`src/mer_pkg.sv`:
```
// ---------------------------------------------------------------------------
// Midpoint ellipse rasterizer package
// Shared widths, register indexes and the control/status types that pass
// between the controller and the datapath.
// ---------------------------------------------------------------------------
`timescale 1ns / 1ps
`default_nettype none

package mer_pkg;

   localparam int RADIUS_BITS_DEF = 10;
   localparam int COORD_W         = 12;
   localparam int RADIUS_W        = 10;
   localparam int PIX_W           = 13;
   localparam int CSR_IDX_W       = 2;
   localparam int CSR_DATA_W      = 12;

   localparam logic [CSR_IDX_W-1:0] CSR_CENTER_X = 2'd0;
   localparam logic [CSR_IDX_W-1:0] CSR_CENTER_Y = 2'd1;
   localparam logic [CSR_IDX_W-1:0] CSR_RADIUS_X = 2'd2;
   localparam logic [CSR_IDX_W-1:0] CSR_RADIUS_Y = 2'd3;

   localparam logic [1:0] QUAD_LAST = 2'd3;

   typedef enum logic [3:0] {
      OP_NOP,
      OP_RS_SQ,
      OP_RS_MUL,
      OP_RS_INIT,
      OP_STEP1,
      OP_STEP2,
      OP_R2_SQ,
      OP_R2_MUL,
      OP_R2_INIT,
      OP_FINISH
   } dp_op_type;

   typedef struct packed {
      dp_op_type  op;
      logic [1:0] quad;
      logic       done;
   } ctrl_cmd_type;

   typedef struct packed {
      logic complete;
      logic region_two;
      logic step_ok;
      logic y_zero;
   } dp_status_type;

endpackage

`default_nettype wire

```
`src/mer_controller.sv`:
```
// ---------------------------------------------------------------------------
// Midpoint ellipse rasterizer controller
// Sequences restart, step and region-switch work in the datapath and walks
// the four symmetric pixels (or the done result) out to the response side.
// ---------------------------------------------------------------------------
`timescale 1ns / 1ps
`default_nettype none

module mer_controller
   import mer_pkg::*;
(
   input  wire logic          clock,
   input  wire logic          reset,
   input  wire logic          req_valid,
   input  wire logic          req_restart,
   output logic               req_stall,
   output logic               rsp_valid,
   input  wire logic          rsp_stall,
   input  wire dp_status_type status,
   output ctrl_cmd_type       cmd
);

   typedef enum logic [3:0] {
      ST_IDLE,
      ST_RS_SQ,
      ST_RS_MUL,
      ST_RS_INIT,
      ST_STEP,
      ST_R2_SQ,
      ST_R2_MUL,
      ST_R2_INIT,
      ST_R2_DECIDE,
      ST_EMIT,
      ST_DONE
   } state_type;

   state_type  state_ff;
   logic [1:0] quad_ff;

   always_ff @(posedge clock) begin
      if (reset) begin
         state_ff <= ST_IDLE;
         quad_ff  <= '0;
      end else begin
         unique case (state_ff)
            ST_IDLE: begin
               if (req_valid) begin
                  if (req_restart) begin
                     state_ff <= ST_RS_SQ;
                  end else if (status.complete) begin
                     state_ff <= ST_DONE;
                  end else if (status.region_two) begin
                     state_ff <= ST_R2_DECIDE;
                  end else if (status.step_ok) begin
                     state_ff <= ST_STEP;
                  end else begin
                     state_ff <= ST_R2_SQ;
                  end
               end
            end
            ST_RS_SQ:   state_ff <= ST_RS_MUL;
            ST_RS_MUL:  state_ff <= ST_RS_INIT;
            ST_RS_INIT: state_ff <= ST_IDLE;
            ST_R2_SQ:   state_ff <= ST_R2_MUL;
            ST_R2_MUL:  state_ff <= ST_R2_INIT;
            ST_R2_INIT: state_ff <= ST_R2_DECIDE;
            ST_R2_DECIDE: begin
               state_ff <= status.y_zero ? ST_DONE : ST_STEP;
            end
            ST_STEP: begin
               state_ff <= ST_EMIT;
               quad_ff  <= '0;
            end
            ST_EMIT: begin
               if (!rsp_stall) begin
                  if (quad_ff == QUAD_LAST) begin
                     state_ff <= ST_IDLE;
                  end else begin
                     quad_ff <= quad_ff + 2'd1;
                  end
               end
            end
            ST_DONE: begin
               if (!rsp_stall) begin
                  state_ff <= ST_IDLE;
               end
            end
            default: state_ff <= ST_IDLE;
         endcase
      end
   end

   always_comb begin
      cmd.quad = quad_ff;
      cmd.done = (state_ff == ST_DONE);
      unique case (state_ff)
         ST_RS_SQ:     cmd.op = OP_RS_SQ;
         ST_RS_MUL:    cmd.op = OP_RS_MUL;
         ST_RS_INIT:   cmd.op = OP_RS_INIT;
         ST_R2_SQ:     cmd.op = OP_R2_SQ;
         ST_R2_MUL:    cmd.op = OP_R2_MUL;
         ST_R2_INIT:   cmd.op = OP_R2_INIT;
         ST_R2_DECIDE: cmd.op = status.y_zero ? OP_FINISH : OP_NOP;
         ST_STEP:      cmd.op = status.region_two ? OP_STEP2 : OP_STEP1;
         default:      cmd.op = OP_NOP;
      endcase
   end

   assign req_stall = (state_ff != ST_IDLE);
   assign rsp_valid = (state_ff == ST_EMIT) || (state_ff == ST_DONE);

endmodule

`default_nettype wire

```
`src/mer_datapath.sv`:
```
// ---------------------------------------------------------------------------
// Midpoint ellipse rasterizer datapath
// Holds the step position, the running products and the scaled decision
// value, with two shared multipliers for the start values.
// ---------------------------------------------------------------------------
`timescale 1ns / 1ps
`default_nettype none

module mer_datapath
   import mer_pkg::*;
#(
   parameter int RADIUS_BITS = RADIUS_BITS_DEF
)(
   input  wire logic                       clock,
   input  wire logic                       reset,
   input  wire ctrl_cmd_type               cmd,
   output dp_status_type                   status,
   input  wire logic signed [COORD_W-1:0]  center_x,
   input  wire logic signed [COORD_W-1:0]  center_y,
   input  wire logic        [RADIUS_W-1:0] radius_x,
   input  wire logic        [RADIUS_W-1:0] radius_y,
   output logic signed      [PIX_W-1:0]    pixel_x,
   output logic signed      [PIX_W-1:0]    pixel_y,
   output logic                            last_of_step,
   output logic                            finished
);

   localparam int R      = RADIUS_BITS;
   localparam int SQ_W   = 2 * R;
   localparam int MA_W   = 2 * R;
   localparam int MB_W   = 2 * R + 4;
   localparam int PROD_W = MA_W + MB_W;
   localparam int PQ_W   = 3 * R + 2;
   localparam int DEC_W  = (4 * R + 8 > 64) ? 64 : 4 * R + 8;

   logic [R-1:0]      ry_ff;
   logic [SQ_W-1:0]   rx2_ff, ry2_ff;
   logic [4*R-1:0]    rx2ry2_ff;
   logic [PROD_W-1:0] p0_ff, p1_ff;
   logic [R:0]        x_ff;
   logic [R-1:0]      y_ff;
   logic [PQ_W-1:0]   px_ff, py_ff;
   logic [DEC_W-1:0]  dec_ff;
   logic              region_two_ff, complete_ff;

   logic [R-1:0]      lat_rx, lat_ry;
   logic [R+1:0]      t_val;
   logic [R-1:0]      u_val;
   logic [MA_W-1:0]   ma0, ma1;
   logic [MB_W-1:0]   mb0, mb1;
   logic [PROD_W-1:0] prod0, prod1;
   logic [PQ_W-1:0]   px_inc, py_dec;
   logic [DEC_W-1:0]  term_px, term_py, term_ry2, term_rx2;
   logic              dec_neg, dec_zero;

   assign lat_rx = R'(radius_x);
   assign lat_ry = R'(radius_y);
   assign t_val  = {x_ff, 1'b1};
   assign u_val  = (y_ff == '0) ? R'(1) : y_ff - R'(1);

   // Operand selection for the two shared multipliers.
   always_comb begin
      ma0 = '0;
      mb0 = '0;
      ma1 = '0;
      mb1 = '0;
      case (cmd.op)
         OP_RS_SQ: begin
            ma0 = MA_W'(lat_rx);
            mb0 = MB_W'(lat_rx);
            ma1 = MA_W'(lat_ry);
            mb1 = MB_W'(lat_ry);
         end
         OP_RS_MUL: begin
            ma0 = p0_ff[SQ_W-1:0];
            mb0 = MB_W'(ry_ff);
            ma1 = p0_ff[SQ_W-1:0];
            mb1 = MB_W'(p1_ff[SQ_W-1:0]);
         end
         OP_R2_SQ: begin
            ma0 = MA_W'(t_val);
            mb0 = MB_W'(t_val);
            ma1 = MA_W'(u_val);
            mb1 = MB_W'(u_val);
         end
         OP_R2_MUL: begin
            ma0 = ry2_ff;
            mb0 = p0_ff[MB_W-1:0];
            ma1 = rx2_ff;
            mb1 = MB_W'(p1_ff[SQ_W-1:0]);
         end
         default: begin
         end
      endcase
   end

   assign prod0 = PROD_W'(ma0) * PROD_W'(mb0);
   assign prod1 = PROD_W'(ma1) * PROD_W'(mb1);

   // The running products track 2*ry^2*x and 2*rx^2*y across both regions.
   assign px_inc   = px_ff + PQ_W'({ry2_ff, 1'b0});
   assign py_dec   = py_ff - PQ_W'({rx2_ff, 1'b0});
   assign term_px  = DEC_W'(px_inc) << 2;
   assign term_py  = DEC_W'(py_dec) << 2;
   assign term_ry2 = DEC_W'(ry2_ff) << 2;
   assign term_rx2 = DEC_W'(rx2_ff) << 2;
   assign dec_neg  = dec_ff[DEC_W-1];
   assign dec_zero = (dec_ff == '0);

   always_ff @(posedge clock) begin
      if (reset) begin
         x_ff          <= '0;
         y_ff          <= '0;
         dec_ff        <= '0;
         region_two_ff <= 1'b0;
         complete_ff   <= 1'b1;
         ry_ff         <= '0;
      end else begin
         case (cmd.op)
            OP_RS_SQ: begin
               ry_ff         <= lat_ry;
               x_ff          <= '0;
               y_ff          <= lat_ry;
               region_two_ff <= 1'b0;
               complete_ff   <= (lat_ry == '0);
               p0_ff         <= prod0;
               p1_ff         <= prod1;
            end
            OP_RS_MUL: begin
               rx2_ff <= p0_ff[SQ_W-1:0];
               ry2_ff <= p1_ff[SQ_W-1:0];
               p0_ff  <= prod0;
               p1_ff  <= prod1;
            end
            OP_RS_INIT: begin
               px_ff     <= '0;
               py_ff     <= PQ_W'(p0_ff) << 1;
               rx2ry2_ff <= p1_ff[4*R-1:0];
               dec_ff    <= term_ry2 - (DEC_W'(p0_ff) << 2) + DEC_W'(rx2_ff);
            end
            OP_STEP1: begin
               x_ff  <= x_ff + (R+1)'(1);
               px_ff <= px_inc;
               if (dec_neg) begin
                  dec_ff <= dec_ff + term_px + term_ry2;
               end else begin
                  y_ff   <= y_ff - R'(1);
                  py_ff  <= py_dec;
                  dec_ff <= dec_ff + term_px - term_py + term_ry2;
               end
            end
            OP_STEP2: begin
               y_ff  <= y_ff - R'(1);
               py_ff <= py_dec;
               if (dec_neg || dec_zero) begin
                  x_ff   <= x_ff + (R+1)'(1);
                  px_ff  <= px_inc;
                  dec_ff <= dec_ff + term_px - term_py + term_rx2;
               end else begin
                  dec_ff <= dec_ff + term_rx2 - term_py;
               end
            end
            OP_R2_SQ: begin
               region_two_ff <= 1'b1;
               p0_ff         <= prod0;
               p1_ff         <= prod1;
            end
            OP_R2_MUL: begin
               p0_ff <= prod0;
               p1_ff <= prod1;
            end
            OP_R2_INIT: begin
               dec_ff <= DEC_W'(p0_ff) + (DEC_W'(p1_ff) << 2)
                         - (DEC_W'(rx2ry2_ff) << 2);
            end
            OP_FINISH: complete_ff <= 1'b1;
            default: begin
            end
         endcase
      end
   end

   assign status.complete   = complete_ff;
   assign status.region_two = region_two_ff;
   assign status.step_ok    = (px_ff <= py_ff);
   assign status.y_zero     = (y_ff == '0);

   // Pixel order within a step: bit 0 of the quadrant mirrors x, bit 1 mirrors y.
   logic [PIX_W-1:0] cx_ext, cy_ext, x_off, y_off, pix_x, pix_y;

   assign cx_ext = PIX_W'(center_x);
   assign cy_ext = PIX_W'(center_y);
   assign x_off  = PIX_W'(x_ff);
   assign y_off  = PIX_W'(y_ff);
   assign pix_x  = cmd.quad[0] ? cx_ext - x_off : cx_ext + x_off;
   assign pix_y  = cmd.quad[1] ? cy_ext - y_off : cy_ext + y_off;

   assign pixel_x      = cmd.done ? '0 : pix_x;
   assign pixel_y      = cmd.done ? '0 : pix_y;
   assign last_of_step = cmd.done || (cmd.quad == QUAD_LAST);
   assign finished     = cmd.done;

endmodule

`default_nettype wire

```
`src/midpoint_ellipse_rasterizer_core.sv`:
```
// ---------------------------------------------------------------------------
// Midpoint ellipse rasterizer core
// Steps a midpoint ellipse one request at a time and returns the four
// mirrored pixels of each step, or a single done result at the end.
// ---------------------------------------------------------------------------
//  Channel    Direction  Handshake            Payload
//  req_*      in         req_valid/req_stall  restart
//  rsp_*      out        rsp_valid/rsp_stall  pixel_x, pixel_y, last_of_step,
//                                             finished
//  csr_*      in         csr_write_en         csr_index, csr_write_data
//
// A restart request is accepted and then works through the squared radii, their
// cross products and the start value. A region-one step is followed by its four
// responses, a region-two step first passes a decide state, and the switch into
// region two first computes its start value. A done result follows the decide
// state when it ends a curve in region two. Synchronous reset leaves no ellipse
// active. A stalled response holds the block; one request is in flight.
`timescale 1ns / 1ps
`default_nettype none

module midpoint_ellipse_rasterizer_core
   import mer_pkg::*;
#(
   parameter int RADIUS_BITS = RADIUS_BITS_DEF
)(
   input  wire logic                         clock,
   input  wire logic                         reset,
   input  wire logic                         req_valid,
   output logic                              req_stall,
   input  wire logic                         req_restart,
   output logic                              rsp_valid,
   input  wire logic                         rsp_stall,
   output logic signed [PIX_W-1:0]           rsp_pixel_x,
   output logic signed [PIX_W-1:0]           rsp_pixel_y,
   output logic                              rsp_last_of_step,
   output logic                              rsp_finished,
   input  wire logic                         csr_write_en,
   input  wire logic        [CSR_IDX_W-1:0]  csr_index,
   input  wire logic        [CSR_DATA_W-1:0] csr_write_data
);

   logic signed [COORD_W-1:0]  center_x_ff, center_y_ff;
   logic        [RADIUS_W-1:0] radius_x_ff, radius_y_ff;

   always_ff @(posedge clock) begin
      if (reset) begin
         center_x_ff <= '0;
         center_y_ff <= '0;
         radius_x_ff <= '0;
         radius_y_ff <= '0;
      end else if (csr_write_en) begin
         unique case (csr_index)
            CSR_CENTER_X: center_x_ff <= COORD_W'(csr_write_data);
            CSR_CENTER_Y: center_y_ff <= COORD_W'(csr_write_data);
            CSR_RADIUS_X: radius_x_ff <= csr_write_data[RADIUS_W-1:0];
            CSR_RADIUS_Y: radius_y_ff <= csr_write_data[RADIUS_W-1:0];
            default: begin
            end
         endcase
      end
   end

   ctrl_cmd_type  cmd;
   dp_status_type status;

   mer_controller u_controller (
      .clock       (clock),
      .reset       (reset),
      .req_valid   (req_valid),
      .req_restart (req_restart),
      .req_stall   (req_stall),
      .rsp_valid   (rsp_valid),
      .rsp_stall   (rsp_stall),
      .status      (status),
      .cmd         (cmd)
   );

   mer_datapath #(
      .RADIUS_BITS (RADIUS_BITS)
   ) u_datapath (
      .clock        (clock),
      .reset        (reset),
      .cmd          (cmd),
      .status       (status),
      .center_x     (center_x_ff),
      .center_y     (center_y_ff),
      .radius_x     (radius_x_ff),
      .radius_y     (radius_y_ff),
      .pixel_x      (rsp_pixel_x),
      .pixel_y      (rsp_pixel_y),
      .last_of_step (rsp_last_of_step),
      .finished     (rsp_finished)
   );

endmodule

`default_nettype wire

```
`config.mk`:
```
export PLATFORM = sky130hd
export DESIGN_NAME = midpoint_ellipse_rasterizer_core
export DESIGN_NICKNAME = d
export VERILOG_FILES = /design/src/mer_pkg.sv /design/src/mer_controller.sv /design/src/mer_datapath.sv /design/src/midpoint_ellipse_rasterizer_core.sv
export SDC_FILE = /design/constraint.sdc
export NUM_CORES = 2
export LEC_CHECK = 0
export BUFFER_PORTS_ARGS = -buffer_cell sky130_fd_sc_hd__buf_2
export CAP_MARGIN = 15
export CORE_UTILIZATION = 65
export CTS_CLUSTER_DIAMETER = 150
export CTS_CLUSTER_SIZE = 12
export DETAILED_ROUTE_END_ITERATION = 8
export PLACE_DENSITY_LB_ADDON = 0.15
export SLEW_MARGIN = 20
export SYNTH_ARGS = -nofsm -noshare
export SYNTH_HDL_FRONTEND = slang
export SYNTH_SLANG_ARGS = --single-unit
```
`constraint.sdc`:
```
create_clock -name clock -period 32.9 [get_ports clock]
set_clock_uncertainty 0.15 [all_clocks]
set_input_delay 0 -clock clock [delete_from_list [all_inputs] [get_ports clock]]
set_output_delay 0 -clock clock [all_outputs]
set_load 0.02 [all_outputs]
```
======== Word-level counts from Yosys, hierarchy flattened ========
Index checks and enable logic that the tools add are counted.
storage, ports and cells
  bits of input ports ..................... 20
  output and inout bits ................... 30
  word-level logic and storage cells ...... 141
  register bits after elaboration ......... 363
operators by class
  reductions and logical operators ........ 30
  add/subtract/negate cells ............... 20
  bitwise gates (word level) .............. 1
  mux-type cells .......................... 38
  $mul .................................... 2
  equal/unequal tests ..................... 30
  order comparisons ....................... 1
operator list
  cell                  number
  $add A48 B22 Y48      4
  $pmux W32 S3          2
  $pmux W48 S4          1
  $pmux W20 S4          2
  $mux W48              2
  $pmux W24 S4          1
  $sub A48 B34 Y48      2
  $mux W32              2
  $pmux W20 S3          1
  $mux W13              4
  $add A48 B20 Y48      1
  $add A48 B34 Y48      1
  $logic_not A48 Y1     1
  $sub A48 B42 Y48      1
  $add A44 B46 Y47      1
  $sub A22 B46 Y47      1
  $mul A20 B24 Y44      1
  $mul A20 B20 Y40      1
  $pmux W4 S10          1
  $mux W4               9
  $pmux W11 S3          1
  $add A32 B21 Y32      1
  $eq A4 B3 Y1 const B  8
  $le A32 B32 Y1        1
  other kinds (36)      72

======== Longest topological paths before layout ========
  depth in word-level cells ............... 7
  depth in mapped cells ................... 45
  depth with buffers taken out ............ 43

======== Modules after synthesis ========
From an unflattened synthesis, not the netlist that was laid out.
unflattened totals
  cells, all modules ...................... 7574
  area, all modules ....................... 64301.7 um^2
by module, submodules not included
  module                            seq. area each (um^2)  times used  cells an instance  area an instance (um^2)
  mer_datapath                      8498.2                 1           7341               61959.4
  midpoint_ellipse_rasterizer_core  880.8                  1           160                1770.4
  mer_controller                    120.1                  1           73                 571.8

======== Least setup slack after synthesis ========
No wires, ideal clock.
  path kind ............................... reg2reg
  from .................................... reg u_datapath.y_ff[0]
  to ...................................... reg u_datapath.p1_ff[38], data pin
  arrival ................................. 10.239 ns
  clock period less this slack ............ 10.647 ns
  setup slack ............................. 22.253 ns
  data required time ...................... 32.492 ns
  cell stages (with the launch flop) ...... 45
  cell sequence ........................... dfxtp_1 -> inv_1 -> ha_1 -> nand2b_1 -> nor4_1 -> nand2b_1 -> or3_1 -> or4_1 -> a211o_1 -> nor2_1 -> clkbuf_1 -> nand2_1 -> o21ai_0 -> a21o_1 -> nand2_1 -> fa_1 -> inv_1 -> fa_1 -> [9 not listed] -> fa_1 -> inv_1 -> ha_1 -> a21o_1 -> a21o_1 -> a21oi_1 -> o21ai_0 -> nor4_1 -> a21oi_1 -> a41o_1 -> a41o_1 -> a21oi_1 -> o31a_1 -> a211oi_1 -> a211oi_1 -> o21bai_1 -> a21oi_1 -> xnor2_1
on the way
  longest elaborated chain between the ends .. 7
ends and longest elaborated chain
  item                                          RTL line                                 text
  start, declared                               mer_datapath.sv:41                       logic [R-1:0] y_ff;
  start signal, assigned                        mer_datapath.sv:123                      y_ff <= lat_ry;
  start signal, assigned                        mer_datapath.sv:147                      y_ff <= y_ff - R'(1);
  start signal, assigned                        mer_datapath.sv:153                      y_ff <= y_ff - R'(1);
  $logic_not A10 Y1                             mer_datapath.sv:59, mer_datapath.sv:186
  $mux W4                                       mer_controller.sv:103                    ST_R2_DECIDE: cmd.op = status.y_zero ? OP_FINISH : OP_NOP;
  $pmux W4 S8                                   mer_controller.sv:96                     unique case (state_ff)
  $eq A4 B2 Y1 or $eq A4 B3 Y1 (tied branches)  mer_datapath.sv:67                       case (cmd.op)
  $reduce_or A2 Y1 (no line)                    -
  $pmux W20 S3                                  mer_datapath.sv:67
  $mul A20 B20 Y40 *                            mer_datapath.sv:98                       assign prod1 = PROD_W'(ma1) * PROD_W'(mb1);
  named net u_datapath.prod1[38]                mer_datapath.sv:51                       logic [PROD_W-1:0] prod0, prod1;
  end signal, assigned                          mer_datapath.sv:127                      p1_ff <= prod1;
  end signal, assigned                          mer_datapath.sv:133                      p1_ff <= prod1;
  end signal, assigned                          mer_datapath.sv:166                      p1_ff <= prod1;
  end, declared                                 mer_datapath.sv:39                       logic [PROD_W-1:0] p0_ff, p1_ff;
Mark *: on every way through the listed nets, which the timed path passes. The rest lies on a longest branch.
A chain may end at the register's enable or synchronous reset.

======== Worst setup path after layout ========
  from .................................... reg u_datapath.y_ff[0]
  to ...................................... reg u_datapath.p0_ff[42], data pin
on the way
  longest elaborated chain between the ends .. 6
ends and longest elaborated chain
  item                                          RTL line               text
  $logic_not A10 Y1 *                           mer_datapath.sv:186    assign status.y_zero = (y_ff == '0);
  $mux W4 *                                     mer_controller.sv:103
  $pmux W4 S8 *                                 mer_controller.sv:96
  $eq A4 B3 Y1 (tied with other cells)          mer_datapath.sv:67
  $pmux W20 S4 or $pmux W24 S4 (tied branches)  mer_datapath.sv:67
  $mul A20 B24 Y44 *                            mer_datapath.sv:97     assign prod0 = PROD_W'(ma0) * PROD_W'(mb0);
  named net u_datapath.prod0[42]                mer_datapath.sv:51
  end signal, assigned                          mer_datapath.sv:126    p0_ff <= prod0;
  end signal, assigned                          mer_datapath.sv:132    p0_ff <= prod0;
  end signal, assigned                          mer_datapath.sv:165    p0_ff <= prod0;
  end, declared                                 mer_datapath.sv:39
Marked as above.

==> summary.txt <==
Clk pwr share - 9.1%
CP arrival - 12.38 ns
Mapped Nets - 9173
RePlAce Congestion - 1.08
leakage power - 31.8 nW
DRT iter0 DRCs - 6852
final setup fails - 0
CTS buffer count - 36
CP peak stage delay - 0.69 ns
final hold violation count - 0
Reg clk slew, reported paths - 0.07 ns
Comb power frac - 76.5%
outcome - complete, no violations
Mapped Cells - 7710
Total Neg Setup Slack - 0 ns
Mapped Area - 0.0643 mm^2
Hold WC Path Type - input port to flip-flop
critical path capture point type - flip-flop
fin crit period - 12.16 ns
maximum VDD drop - 0.0990 mV
initial antenna violation count - 9
unique cell type count in the Yosys netlist - 98
gr usage total - 45.9%
fillers - 8162
syn avg cell area - 8.34 um^2
CP Launch Type - flip-flop
antenna viol nets, final - 0
Max transition margin - 16.8%
port buffer count - 49
max-cap violations - 0
row cnt - 115
grt ovf - 0
Psw - 2.60 mW
CTS root buffer - clkbuf_16
switching part of the total - 55.5%
Starting Density - 65.5%
H-tree levels - 2
io pins - 50
Power Density - 69.4 mW/mm^2
commonest non-fill, non-tap cell in the layout - inv_1
commonest non-fill, non-tap cells in the layout - inv_1, nand2_1, nor2_1, fa_1, ha_1
# clock sinks - 357
area grow syn2layout - 5.23%
core area - 0.0981 mm^2
hpwl dp - 183000 um
Int Power - 2.09 mW
top cell type's share of synthesized area - 23.1%
first-pass GRT wire length - 344000 um
vias in the first global route - 58000
largest net degree at the start of global routing - 75
RSZ-0062 raised after global routing - false
height of the die - 317 um
Pre-antenna DRT Iters - 9
family with the most delay on the worst path - compound AO/OA/AOI/OAI gates
sequential share of the synthesized area - 14.6%
Max Fclk - 0.0822 GHz
Final Slew Violations - 0
area leader, netlist - fa_1
CTS tree - done
Worst Path Max Fanout - 26
final core occ - 69.0%
total wire length - 228000 um
CTS max path bufs - 3
DRC violations left - 0
final worst path period share - 37.0%
die area - 0.100 mm^2
number of synthesized flops with an enable pin - 226
sequential power share - 14.4%
Synth area leaders - fa_1, ha_1, edfxtp_1, inv_1, nand2_1
Nets - 9140
number of synthesized register bits - 357
Worst Max-Slew Pin Slew - 1.24 ns
Buf+Inv Stages, Crit Path - 9
Required @ worst endpoint - 33.12 ns
CP max-delay cell - a221o_1
most frequent CP cell - inv_1
post_cts resized - 0
Post-CTS Repair Setup Buffers - 0
share of layout cells above drive strength 1 - 4.44%
Synth warnings - 0
Synth async-reset ratio - 0%
wire per inst - 25.3 um
Vias - 58200
Via density - 6.47
worst skew pair latency - 0.64 ns
WS Path Type - flip-flop to flip-flop
Die W - 317 um
ys flop type - edfxtp_1
==> repair_timing <==
action                                  in CTS  in global routing
hold endpoints to repair                    88                  0
hold buffers                                38                  0
endpoints found under the setup margin       0                  0
==> flip-flops by register name, indices dropped and copies added (netlist names), 4 cells and up <==
name	cells
u_datapath.dec_ff	48
u_datapath.p0_ff	44
u_datapath.p1_ff	40
u_datapath.rx2ry2_ff	40
u_datapath.px_ff	31
u_datapath.py_ff	31
u_datapath.rx2_ff	20
u_datapath.ry2_ff	20
center_x_ff	12
center_y_ff	12
u_datapath.x_ff	11
radius_x_ff	10
radius_y_ff	10
u_datapath.ry_ff	10
u_datapath.y_ff	10
u_controller.state_ff	4
==> layout make-up <==
cell class	count	area (um^2)	share of cell area (%)
multi-input cells	5985	49900	73.8
flip-flops and latches	357	9410	13.9
inverters	1077	4040	5.97
repair buffers	220	1620	2.40
well taps	1287	1610	2.38
clock buffers	61	995	1.47
clock inverters	5	62.6	0.0925
diodes	3	7.51	0.0111
==> per-layer routing <==
metal	wire length (um)	vias to the layer above	track usage (%)
met3	29700	869	12.9
met4	17100	10	27.4
li1	-	25700	-
met2	96500	3628	68.9
met5	185	-	0.947
met1	84500	28000	59.0
==> synthesized netlist by cell type (60+ instances only) <==
master	instances
fa_1	743
xor2_1	145
nand2_1	873
nand2b_1	87
edfxtp_1	226
clkbuf_1	256
nor2_1	816
o21ai_0	321
xnor2_1	369
nand3_1	105
o21bai_1	60
inv_1	1077
a21oi_1	440
a21o_1	202
nor3_1	123
dfxtp_1	131
o21a_1	64
ha_1	700
and2_1	74
==> worst paths after layout <==
| check | startpoint | endpoint | slack (ns) | depth (start not counted) |
|---|---|---|---|---|
| worst max-delay path | u_datapath.y_ff[0] | u_datapath.p0_ff[42] | 20.74 | 41 |
| worst min-delay path | csr_write_data[11] | center_y_ff[11] | 0.09 | 4 |
| worst min register to register | radius_x_ff[1] | radius_x_ff[1] | 0.30 | 2 |
| worst max register to register | u_datapath.y_ff[0] | u_datapath.p0_ff[42] | 20.74 | 41 |
==> worst reg2reg max path: cells and delay by family (launching register included) <==
kind	cells	cell delay (ns)
compound gates	13	4.18
fa+ha+maj	9	4.08
simple gates	9	2.21
buf+inv	9	0.79
flops	1	0.35
xor+xnor	1	0.17
==> per-stage QoR <==
stage	cell area [um^2]	setup slack [ns]	cells	hold WS, ns	power, mW
after floorplan	64300	22.25	7710	-0.0140	3.16
after global placement	66200	21.28	8884	0.146	4.08
after detailed placement	66200	21.10	8887	0.164	4.11
after CTS	67600	20.99	8991	0.0727	4.57
after global routing	67700	20.18	8993	0.102	4.98
final	67700	20.74	8995	0.0884	4.69
==> power by group through the flow <==
stage | registers (mW) | logic, mW | clock network [mW]
global route | 0.674 | 3.87 | 0.438
finish | 0.678 | 3.59 | 0.426
floorplan | 0.603 | 2.55 | 0
detailed placement | 0.674 | 3.44 | 0
global placement | 0.673 | 3.41 | 0
CTS | 0.665 | 3.48 | 0.424
==> cells by family after synthesis <==
kind of cell	after synthesis	synth area share [%]
buf+inv	1368	8.01
simple gates	2393	16.6
mux	57	0.926
compound gates	1577	16.1
fa+ha+maj	1443	36.8
flops	357	14.6
xor+xnor	515	7.03
Note: power is estimated with default switching activity, not from simulation.
